## src/rtl/meinv_pkg.sv

```systemverilog
// Shared widths, reset constant, command codes and types for the modular exponentiation block.
// Used by the RTL and its testbench; depends on nothing.
package meinv_pkg;

    localparam int MOD_BITS = 31;
    localparam int EXP_W    = 32;
    localparam int RES_W    = 31;
    localparam int CFG_W    = 31;
    localparam int CNT_W    = $clog2(EXP_W);

    localparam logic [MOD_BITS-1:0] MOD_RESET = MOD_BITS'(32'd3168257);

    // Operation carried by the cmd field of an input item.
    typedef enum logic {
        CMD_POW = 1'b0,
        CMD_INV = 1'b1
    } t_cmd;

    typedef logic [MOD_BITS-1:0] t_elem;
    typedef logic [EXP_W-1:0]    t_word;

    // One request to the shared modular multiplier: prod = a * b mod q.
    typedef struct packed {
        logic  start;
        t_elem a;
        t_word b;
    } t_mul_req;

endpackage

```

## src/rtl/meinv_mulmod.sv

```systemverilog
// Bit-serial interleaved modular multiplier, one multiplier bit per cycle.
// Depends on meinv_pkg for widths and the request struct.
module meinv_mulmod (
    input  logic                i_clk,
    input  logic                i_rst_n,
    input  meinv_pkg::t_mul_req i_req,
    input  meinv_pkg::t_elem    i_mod,
    output logic                o_done,
    output meinv_pkg::t_elem    o_prod
);

    logic                        r_busy;
    logic                        r_done;
    logic [meinv_pkg::CNT_W-1:0] r_cnt;
    meinv_pkg::t_elem            r_acc;
    meinv_pkg::t_elem            r_a;
    meinv_pkg::t_word            r_b;

    logic [meinv_pkg::MOD_BITS+1:0] w_sum;
    logic [meinv_pkg::MOD_BITS+1:0] w_q1;
    logic [meinv_pkg::MOD_BITS+1:0] w_q2;
    meinv_pkg::t_elem               n_acc;
    logic                           w_last;

    // Each step doubles the accumulator and adds a when the multiplier bit is set.
    // With acc and a below q the sum stays below 3q, so one of two subtractions fixes it.
    always_comb begin
        w_sum = {1'b0, r_acc, 1'b0}
              + {2'b00, (r_b[meinv_pkg::EXP_W-1] ? r_a : '0)};
        w_q1  = {2'b00, i_mod};
        w_q2  = {1'b0, i_mod, 1'b0};
        if (w_sum >= w_q2) begin
            n_acc = meinv_pkg::MOD_BITS'(w_sum - w_q2);
        end else if (w_sum >= w_q1) begin
            n_acc = meinv_pkg::MOD_BITS'(w_sum - w_q1);
        end else begin
            n_acc = meinv_pkg::MOD_BITS'(w_sum);
        end
    end

    assign w_last = (r_cnt == meinv_pkg::CNT_W'(meinv_pkg::EXP_W - 1));

    always_ff @(posedge i_clk) begin
        if (!i_rst_n) begin
            r_busy <= 1'b0;
            r_done <= 1'b0;
            r_cnt  <= '0;
        end else begin
            r_done <= 1'b0;
            if (i_req.start) begin
                r_busy <= 1'b1;
                r_cnt  <= '0;
            end else if (r_busy) begin
                r_cnt <= r_cnt + 1'b1;
                if (w_last) begin
                    r_busy <= 1'b0;
                    r_done <= 1'b1;
                end
            end
        end
    end

    always_ff @(posedge i_clk) begin
        if (i_req.start) begin
            r_acc <= '0;
            r_a   <= i_req.a;
            r_b   <= i_req.b;
        end else if (r_busy) begin
            r_acc <= n_acc;
            r_b   <= {r_b[meinv_pkg::EXP_W-2:0], 1'b0};
        end
    end

    assign o_done = r_done;
    assign o_prod = r_acc;

`ifndef SYNTHESIS
    a_start_idle: assert property (@(posedge i_clk) disable iff (!i_rst_n)
        i_req.start |-> !r_busy)
        else $error("multiplier started while busy");

    a_done_after_last: assert property (@(posedge i_clk) disable iff (!i_rst_n)
        (r_busy && w_last && !i_req.start) |=> (o_done && !r_busy))
        else $error("multiplier did not finish after its last step");

    a_done_not_busy: assert property (@(posedge i_clk) disable iff (!i_rst_n)
        o_done |-> !r_busy)
        else $error("multiplier done while still busy");
`endif

endmodule

```

## src/rtl/modular_exponentiation_inverse_top.sv

```systemverilog
// Top level of the modular exponentiation and Fermat inverse block.
// Depends on meinv_pkg and instantiates the shared multiplier meinv_mulmod.
//
// Each accepted item (cmd, base, exponent) gives one result item in [0, q), where q is the
// modulus register. The signed base is reduced into [0, q) first, a negative remainder being
// corrected upward. With cmd 0 the block returns base^exponent mod q (exponent 0 gives 1);
// with cmd 1 it returns base^(q-2) mod q, the inverse when q is prime, and 0 for a base that
// reduces to zero. A modulus below two gives 0. All products, the reduction included, run through
// one bit-serial modular multiplier. Reduction is one pass through it, and each exponent bit takes a
// square, preceded by a multiply when the bit is set, so the time from acceptance to result depends on
// the exponent's bit length and its number of set bits. The block takes one item at a time and is
// not ready while it works; the finished result waits in an output register, and the next item may
// be accepted while it does. The modulus must be written through the write enable port only while
// the block is idle, which the block itself does not enforce; only its low MOD_BITS bits are kept.
module modular_exponentiation_inverse_top (
    input  logic                        i_clk,
    input  logic                        i_rst_n,
    input  logic                        i_cfg_wr_en,
    input  logic [meinv_pkg::CFG_W-1:0] i_cfg_wr_data,
    input  logic                        i_valid,
    output logic                        o_ready,
    input  logic                        i_cmd,
    input  logic signed [31:0]          i_base,
    input  logic [31:0]                 i_exponent,
    output logic                        o_valid,
    input  logic                        i_ready,
    output logic [meinv_pkg::RES_W-1:0] o_result
);

    localparam logic [2:0] S_IDLE = 3'd0;
    localparam logic [2:0] S_RED  = 3'd1;
    localparam logic [2:0] S_LOOP = 3'd2;
    localparam logic [2:0] S_MUL  = 3'd3;
    localparam logic [2:0] S_SQR  = 3'd4;
    localparam logic [2:0] S_FIN  = 3'd5;

    logic [2:0]       r_state, n_state;
    logic             r_cmd, n_cmd;
    logic             r_neg, n_neg;
    meinv_pkg::t_word r_exp, n_exp;
    meinv_pkg::t_elem r_acc, n_acc;
    meinv_pkg::t_elem r_b, n_b;
    logic             r_out_valid;
    meinv_pkg::t_elem r_result;
    meinv_pkg::t_elem r_mod;

    logic                in_fire;
    logic                w_out_free;
    logic                w_mod_ok;
    meinv_pkg::t_word    w_base_u;
    meinv_pkg::t_word    w_mag;
    meinv_pkg::t_elem    w_fix;
    meinv_pkg::t_mul_req w_req;
    logic                w_done;
    meinv_pkg::t_elem    w_prod;

    assign o_ready    = (r_state == S_IDLE);
    assign in_fire    = i_valid && o_ready;
    assign w_out_free = !r_out_valid || i_ready;
    assign w_mod_ok   = (r_mod >= meinv_pkg::MOD_BITS'(2));

    // Magnitude of the base; the most negative value maps to 2^31, which still fits.
    assign w_base_u = $unsigned(i_base);
    assign w_mag    = i_base[31] ? (~w_base_u + 32'd1) : w_base_u;

    // Reduction gives |base| mod q; a negative base with nonzero remainder becomes q - r.
    assign w_fix = (r_neg && (w_prod != '0)) ? (r_mod - w_prod) : w_prod;

    always_comb begin
        n_state = r_state;
        n_cmd   = r_cmd;
        n_neg   = r_neg;
        n_exp   = r_exp;
        n_acc   = r_acc;
        n_b     = r_b;
        w_req   = '0;
        unique case (r_state)
            S_IDLE: begin
                if (in_fire) begin
                    n_cmd = i_cmd;
                    n_neg = i_base[31];
                    n_exp = i_exponent;
                    if (w_mod_ok) begin
                        // Reduction reuses the multiplier as 1 * |base| mod q.
                        w_req.start = 1'b1;
                        w_req.a     = meinv_pkg::MOD_BITS'(1);
                        w_req.b     = w_mag;
                        n_state     = S_RED;
                    end else begin
                        n_acc   = '0;
                        n_state = S_FIN;
                    end
                end
            end
            S_RED: begin
                if (w_done) begin
                    n_b   = w_fix;
                    n_acc = meinv_pkg::MOD_BITS'(1);
                    if (r_cmd == meinv_pkg::CMD_INV) begin
                        n_exp = meinv_pkg::EXP_W'(r_mod - meinv_pkg::MOD_BITS'(2));
                    end
                    if (r_cmd == meinv_pkg::CMD_INV && w_fix == '0) begin
                        n_acc   = '0;
                        n_state = S_FIN;
                    end else begin
                        n_state = S_LOOP;
                    end
                end
            end
            S_LOOP: begin
                if (r_exp == '0) begin
                    n_state = S_FIN;
                end else begin
                    // A set bit multiplies the accumulator first, otherwise go straight to squaring.
                    w_req.start = 1'b1;
                    w_req.a     = r_exp[0] ? r_acc : r_b;
                    w_req.b     = meinv_pkg::EXP_W'(r_b);
                    n_state     = r_exp[0] ? S_MUL : S_SQR;
                end
            end
            S_MUL: begin
                if (w_done) begin
                    n_acc       = w_prod;
                    w_req.start = 1'b1;
                    w_req.a     = r_b;
                    w_req.b     = meinv_pkg::EXP_W'(r_b);
                    n_state     = S_SQR;
                end
            end
            S_SQR: begin
                if (w_done) begin
                    n_b     = w_prod;
                    n_exp   = {1'b0, r_exp[meinv_pkg::EXP_W-1:1]};
                    n_state = S_LOOP;
                end
            end
            S_FIN: begin
                if (w_out_free) begin
                    n_state = S_IDLE;
                end
            end
            default: begin
                n_state = S_IDLE;
            end
        endcase
    end

    meinv_mulmod u_mulmod (
        .i_clk   (i_clk),
        .i_rst_n (i_rst_n),
        .i_req   (w_req),
        .i_mod   (r_mod),
        .o_done  (w_done),
        .o_prod  (w_prod)
    );

    always_ff @(posedge i_clk) begin
        if (!i_rst_n) begin
            r_state     <= S_IDLE;
            r_out_valid <= 1'b0;
            r_mod       <= meinv_pkg::MOD_RESET;
        end else begin
            r_state <= n_state;
            if (i_cfg_wr_en) begin
                r_mod <= i_cfg_wr_data[meinv_pkg::MOD_BITS-1:0];
            end
            if (r_state == S_FIN && w_out_free) begin
                r_out_valid <= 1'b1;
            end else if (i_ready) begin
                r_out_valid <= 1'b0;
            end
        end
    end

    always_ff @(posedge i_clk) begin
        r_cmd <= n_cmd;
        r_neg <= n_neg;
        r_exp <= n_exp;
        r_acc <= n_acc;
        r_b   <= n_b;
        if (r_state == S_FIN && w_out_free) begin
            r_result <= r_acc;
        end
    end

    assign o_valid  = r_out_valid;
    assign o_result = meinv_pkg::RES_W'(r_result);

`ifndef SYNTHESIS
    a_result_in_field: assert property (@(posedge i_clk) disable iff (!i_rst_n)
        (r_out_valid && w_mod_ok) |-> (r_result < r_mod))
        else $error("result not reduced below the modulus");

    a_exp_exhausted: assert property (@(posedge i_clk) disable iff (!i_rst_n)
        (r_state == S_LOOP && r_exp == '0) |=> (r_state == S_FIN))
        else $error("exponent exhausted but no result produced");

    a_accept_starts: assert property (@(posedge i_clk) disable iff (!i_rst_n)
        in_fire |=> (r_state == S_RED || r_state == S_FIN))
        else $error("accepted item did not start reduction");
`endif

endmodule
```

## config.mk

```make
export PLATFORM = sky130hd
export DESIGN_NAME = modular_exponentiation_inverse_top
export DESIGN_NICKNAME = d
export VERILOG_FILES = /design/src/rtl/meinv_pkg.sv /design/src/rtl/meinv_mulmod.sv /design/src/rtl/modular_exponentiation_inverse_top.sv
export SDC_FILE = /design/constraint.sdc
export NUM_CORES = 1
export LEC_CHECK = 0
export ABC_AREA = 0
export BUFFER_PORTS_ARGS = -buffer_cell sky130_fd_sc_hd__buf_2
export CORE_ASPECT_RATIO = 2
export CORE_UTILIZATION = 28
export CTS_CLUSTER_DIAMETER = 60
export DETAILED_ROUTE_END_ITERATION = 7
export GPL_TIMING_DRIVEN = 0
export MAX_ROUTING_LAYER = met4
export SLEW_MARGIN = 10
export SYNTH_ARGS = -nofsm -noshare
export SYNTH_HDL_FRONTEND = slang
export SYNTH_SLANG_ARGS = --single-unit
```

## constraint.sdc

```tcl
create_clock -name i_clk -period 8.4 [get_ports i_clk]
set_input_delay 1.26 -clock i_clk [delete_from_list [all_inputs] [get_ports i_clk]]
set_output_delay 1.26 -clock i_clk [all_outputs]
set_load 0.02 [all_outputs]
```

Word level (Yosys, flattened, before mapping). Index checks and enable logic that the tools add are counted.

Register bits after elaboration: 263. Input port bits: 101. Output and inout port bits: 33. Word-level logic and storage cells: 105.

$add $sub $neg: 7. Order comparisons: 3. Eq/ne operators: 13. Muxes and demuxes: 42. Bitwise operators: 3. Reductions and logical operators: 22.

Operator list (number): 31-bit 2-to-1 mux (10); 64-bit 2-to-1 mux (4); 32-bit 2-to-1 mux (7); 64-bit case mux with 3 select lines (1); 32-bit case mux with 3 select lines (1); 31-bit case mux with 3 select lines (1); 31-bit subtractor (3); 31-bit case mux with 2 select lines (1); 32-bit by 31-bit adder with 33-bit output (1); 33-bit by 31-bit >= comparator with 1-bit output (1); 33-bit by 32-bit >= comparator with 1-bit output (1); 32-bit by 1-bit adder with 32-bit output (second input constant) (1); 32-bit logical NOT (1); 32-bit inverter (1); 31-bit by 2-bit subtractor with 32-bit output (second input constant) (1); 31-bit by 2-bit >= comparator with 1-bit output (second input constant) (1); 31-bit logical NOT (1); 31-bit nonzero test (1); 3-bit 2-to-1 mux (9); 3-bit case mux with 6 select lines (1); 5-bit AND reduction (3); 2-bit by 1-bit inequality test with 1-bit output (second input constant) (4); 1-bit 2-to-1 mux (7); 3-bit by 2-bit == test with 1-bit output (second input constant) (2); 16 further kinds (26).

Logic depth before layout (Yosys ltp).
Depth in word-level cells: 8. Gate-level depth with buffers: 25. Mapped depth without buffers: 22.

Cells and area by module. From an unflattened synthesis, not the netlist that was laid out.

Cell total of the unflattened synthesis: 2229. Area total of the unflattened synthesis: 19985.4 µm².

Modules (own cells, without submodules): modular_exponentiation_inverse_top (instances 1, cells each 1184, area each 10898.0 µm², seq. area each 4514.3 µm²); meinv_mulmod (instances 1, cells each 1045, area each 9087.5 µm², seq. area each 2652.5 µm²).

Least setup slack after synthesis. No wires, ideal clock.

Path kind: register to register. Start point: register u_mulmod.r_b[31]. End point: register u_mulmod.r_acc[9], in the netlist u_mulmod.o_prod[9]. Library setup time: 0.115 ns. Arrival: 5.405 ns. Data required time: 8.285 ns. Path slack: 2.880 ns. Cell stages (with the launch flop): 24. Buffers on the path: 2. Period minus slack after synthesis: 5.520 ns. Cells stage by stage: edfxtp_1 clkbuf_1 and2_1 ha_1 fa_1 a211oi_1 o21ai_0 o21ai_0 a21oi_1 o31a_1 o21a_1 o311ai_0 ha_1 and4_1 nand3_1 nor2_1 a21oi_1 o211ai_1 a311o_1 nor2_1 buf_2 mux2i_1 a21oi_1 o21a_1.

Cells in the longest elaborated chain, start to end: 5. Elaborated cells on any way between the ends: 8. Classes of those cells: add/sub (3); order compare (2); mux (3).

RTL lines: start: declaration (RTL line meinv_mulmod.sv:17) `meinv_pkg::t_word r_b;`; start signal: assignment (RTL line meinv_mulmod.sv:67) `r_b <= i_req.b;`; start signal: assignment (RTL line meinv_mulmod.sv:70) `r_b <= {r_b[meinv_pkg::EXP_W-2:0], 1'b0};`; 31-bit 2-to-1 mux (*) (RTL line meinv_mulmod.sv:29) `+ {2'b00, (r_b[meinv_pkg::EXP_W-1] ? r_a : '0)};`; 32-bit by 31-bit adder with 33-bit output (*) (RTL line meinv_mulmod.sv:29); 31-bit subtractor or 33-bit by 31-bit >= comparator with 1-bit output (tied branches) (RTL line meinv_mulmod.sv:35, meinv_mulmod.sv:34); 31-bit 2-to-1 mux (RTL line meinv_mulmod.sv:34) `end else if (w_sum >= w_q1) begin`; 31-bit 2-to-1 mux (*) (RTL line meinv_mulmod.sv:32) `if (w_sum >= w_q2) begin`; end signal: assignment (RTL line meinv_mulmod.sv:69) `r_acc <= n_acc;`; end: declaration (RTL line meinv_mulmod.sv:15) `meinv_pkg::t_elem r_acc;`.

Every way passes the cells marked *; elsewhere a longest branch is shown, timed or not. A chain may end at the register's enable or synchronous reset.

Worst setup path in the final report.
Start point: register u_mulmod.r_b[31]. End point: register u_mulmod.r_acc[7], in the netlist u_mulmod.o_prod[7].

Same word-level chain as after synthesis.

==> results.yml <==
synth:
  synthDistinctLibCells: 92
  async_reset_ff_frac: 0
  yosys_warnings: 0
  synth-edff-count: 190
  syn-num-nets: 2403
  ys_seq_elements: 263
  synth_area_sq_um: 19600
  synth_cells: 2172
  syn_area_per_cell_sq_um: 9.01
  synth_ff_type: "edfxtp_1"
  yosysSeqAreaShare: 0.366
clocking:
  h-tree-depth: 1
  cts_buffers: 26
  cts_hold_buf: 0
  insertion_delay_ps: 600
  clockBufferDepth: 3
  cts.sinks: 263
  clk_pin_slew_ps: 70
  cts_root_buf: "clkbuf_16"
  postCtsSetupRepairBufs: 0
  cts_resized: 0
  cts_tree: "yes"
route:
  route.antenna.remaining_nets: 0
  drtPass1Iterations: 5
  num_vias: 18600
  wl_per_cell_um: 26.6
  avgViaCountPerCell: 5.70
  drtIter0Drc: 1219
  routed_wl_mm: 86.6
  drc: 0
floorplan:
  core_sq_um: 68900
  die_area_sq_um: 71000
  rows: 136
  fp.dieH_um: 376
  start_util: 0.284
  die_w_um: 189
  io_pins: 134
critical_path:
  crit_buf_inv: 3
  critPathMaxStageDelay_ps: 820
  critPathTopFamily: "compound AO/OA/AOI/OAI gates"
  crit_required_ps: 8850
  worstSetupEndpointType: "flip-flop"
  rrSetupSlack_ps: 840
  cp.arrival_ps: 8010
  crit_path_max_fanout: 10
  critical_path_class: "reg2reg"
  critical_path.slowest_cell: "nor3_1"
  cp_cell_sequence: "clkbuf_1 -> and2_1 -> ha_1 -> a2111oi_0 -> o21ai_0 -> a41oi_1 -> o21ai_0 -> xor2_1 -> ha_1 -> a21oi_1 -> o22ai_1 -> a221o_1 -> a21oi_1 -> o221a_2 -> a2111oi_0 -> nor3_1 -> and2_1 -> clkbuf_1 -> clkbuf_1 -> a21oi_1"
  critPathLaunchType: "flip-flop"
layout:
  drive_above_1_share: 0.102
  regArea_sq_um: 7170
  fillCellCount: 7352
  multi_input_area_sq_um: 11600
  syn_to_final_growth_pct: 14.2
  layout.nets: 2567
  final_common_cell: "edfxtp_1"
  final_cell_mix: "190 x edfxtp_1, 185 x a21oi_1, 171 x nor2_1"
run:
  max_cap_viol_count: 0
timing:
  hold_viol: 0
  drv_slew: 0
  period_needed_ps: 7560
  finalSetupViolCount: 0
  fmax_mhz: 132
  maxSlewHeadroom: 0.103
  max_slew.worst_pin.slew_ps: 1340
  whs_ps: 448
  tns_ps: 0
  min_period_over_period: 0.900
  skew_ps: 29.0
  rsz0062_at_grt: "false"
global_route:
  grtUsageTotal: 0.245
  overflow: 0
  grt_pass1_wl_mm: 122
  antenna_found_initial: 0
  grt_pass1_vias: 18500
  grt_max_degree: 39
pwr:
  ir_worst_vdd_mv: 0.226
  power.leakage_nw: 8.57
  power.total_mw: 10.1
  p_per_area_nw_per_um2: 454
place:
  port-buffer-count: 132
  finalWeightedCongestion: 1.02
  post-dp-hpwl_mm: 69.9
outcome:
  outcome: "complete, no violations"
worst_hold_path:
  hold_class: "reg2reg"
-- power by group --
part	internal (mW)	switching (mW)	total [mW]
Clock	0.672	0.569	1.24
Sequential	1.82	0.313	2.13
Combinational	2.40	4.37	6.77
Total	4.89	5.25	10.1
-- sequential cells by signal, summed over array words and instances (netlist names) --
| name | count |
|---|---|
| u_mulmod.o_done | 1 |
| r_acc | 31 |
| o_valid | 1 |
| u_mulmod.r_a | 31 |
| r_cmd | 1 |
| u_mulmod.o_prod | 31 |
| u_mulmod.r_busy | 1 |
| o_result | 31 |
| r_exp | 32 |
| r_mod | 31 |
| r_b | 31 |
| u_mulmod.r_cnt | 5 |
| r_state | 3 |
| r_neg | 1 |
| u_mulmod.r_b | 32 |
-- cell type report --
| cell class | count | area share |
|---|---|---|
| clock buffer | 31 | 0.0319 |
| tap | 897 | 0.0502 |
| multi-input combinational | 1712 | 0.520 |
| inverter | 94 | 0.0158 |
| buffer | 103 | 0.0208 |
| timing repair buffer | 136 | 0.0338 |
| sequential | 263 | 0.321 |
| antenna | 2 | 0.000224 |
| clock inverter | 14 | 0.00683 |
-- path summary, 6_finish.rpt --
| check | startpoint | to | cells after the start |
|---|---|---|---|
| max | u_mulmod.r_b[31] | u_mulmod.o_prod[7] | 20 |
| min | r_acc[27] | o_result[27] | 0 |
| max reg2reg | u_mulmod.r_b[31] | u_mulmod.o_prod[7] | 20 |
| min reg2reg | r_acc[27] | o_result[27] | 0 |
-- Yosys cell counts, drive strengths merged, types with 5 or more instances --
cell     instances  area (sq um)
nor4            27           169
a21o            52           395
a311oi           5          43.8
a41oi            5          43.8
nor3            43           215
o22ai           62           388
a22oi            9          67.6
nand4           24           150
ha             126          1580
mux2i           42           420
xnor2           87           762
and4            10          88.8
o21a            22           166
a221o           29           292
o21bai          13          97.6
clkbuf          84           345
and2            39           244
a2111oi          6          58.8
o21ai          135           676
a221oi           7          61.3
edfxtp         190          5710
a31oi           22           153
inv             93           349
o211ai          40           300
nand3           47           235
buf             19           120
a21oi          187           940
nor2           173           652
or4             10          82.6
nor2b           37           231
o211a            6          60.1
a211oi          23           178
dfxtp           73          1460
and3            21           133
xor2            71           622
or3             15          93.8
a22o            31           272
o31ai           22           165
o41ai            5          62.6
nand2b          10          62.6
o31a             5          43.8
nand2          167           632
mux2            15           169
a211o            7          61.3
-- logic make-up (layout without fill, tap and decap cells) --
group | after synthesis | count (layout) | share of synthesized area
AOI/OAI and AO/OA | 727 | 727 | 0.247
xor gates and xnor gates | 158 | 158 | 0.0707
DFF | 263 | 263 | 0.366
buffers and inverters | 197 | 378 | 0.0418
other | 0 | 2 | 0
adders and majority gates | 130 | 130 | 0.0846
and+or+nand+nor | 640 | 640 | 0.160
muxes | 57 | 57 | 0.0301
-- metrics by stage --
stage | cell area [sq um] | instances | util | setup WS (ps)
floorplan | 19600 | 2172 | - | 2880
global placement | 21400 | 3201 | 0.310 | 735
detailed placement | 21500 | 3205 | 0.312 | 687
CTS | 22300 | 3250 | 0.324 | 660
global route | 22300 | 3250 | 0.324 | 464
finish | 22300 | 3252 | 0.324 | 842
-- layer usage --
metal	track usage	vias to the layer above	routed length, um
met5	-	-	0
met4	0.239	0	9980
met3	0.0224	336	3410
met2	0.440	737	44800
met1	0.223	8919	28400
li1	-	8560	-
Note: power is estimated with default switching activity, not from simulation.
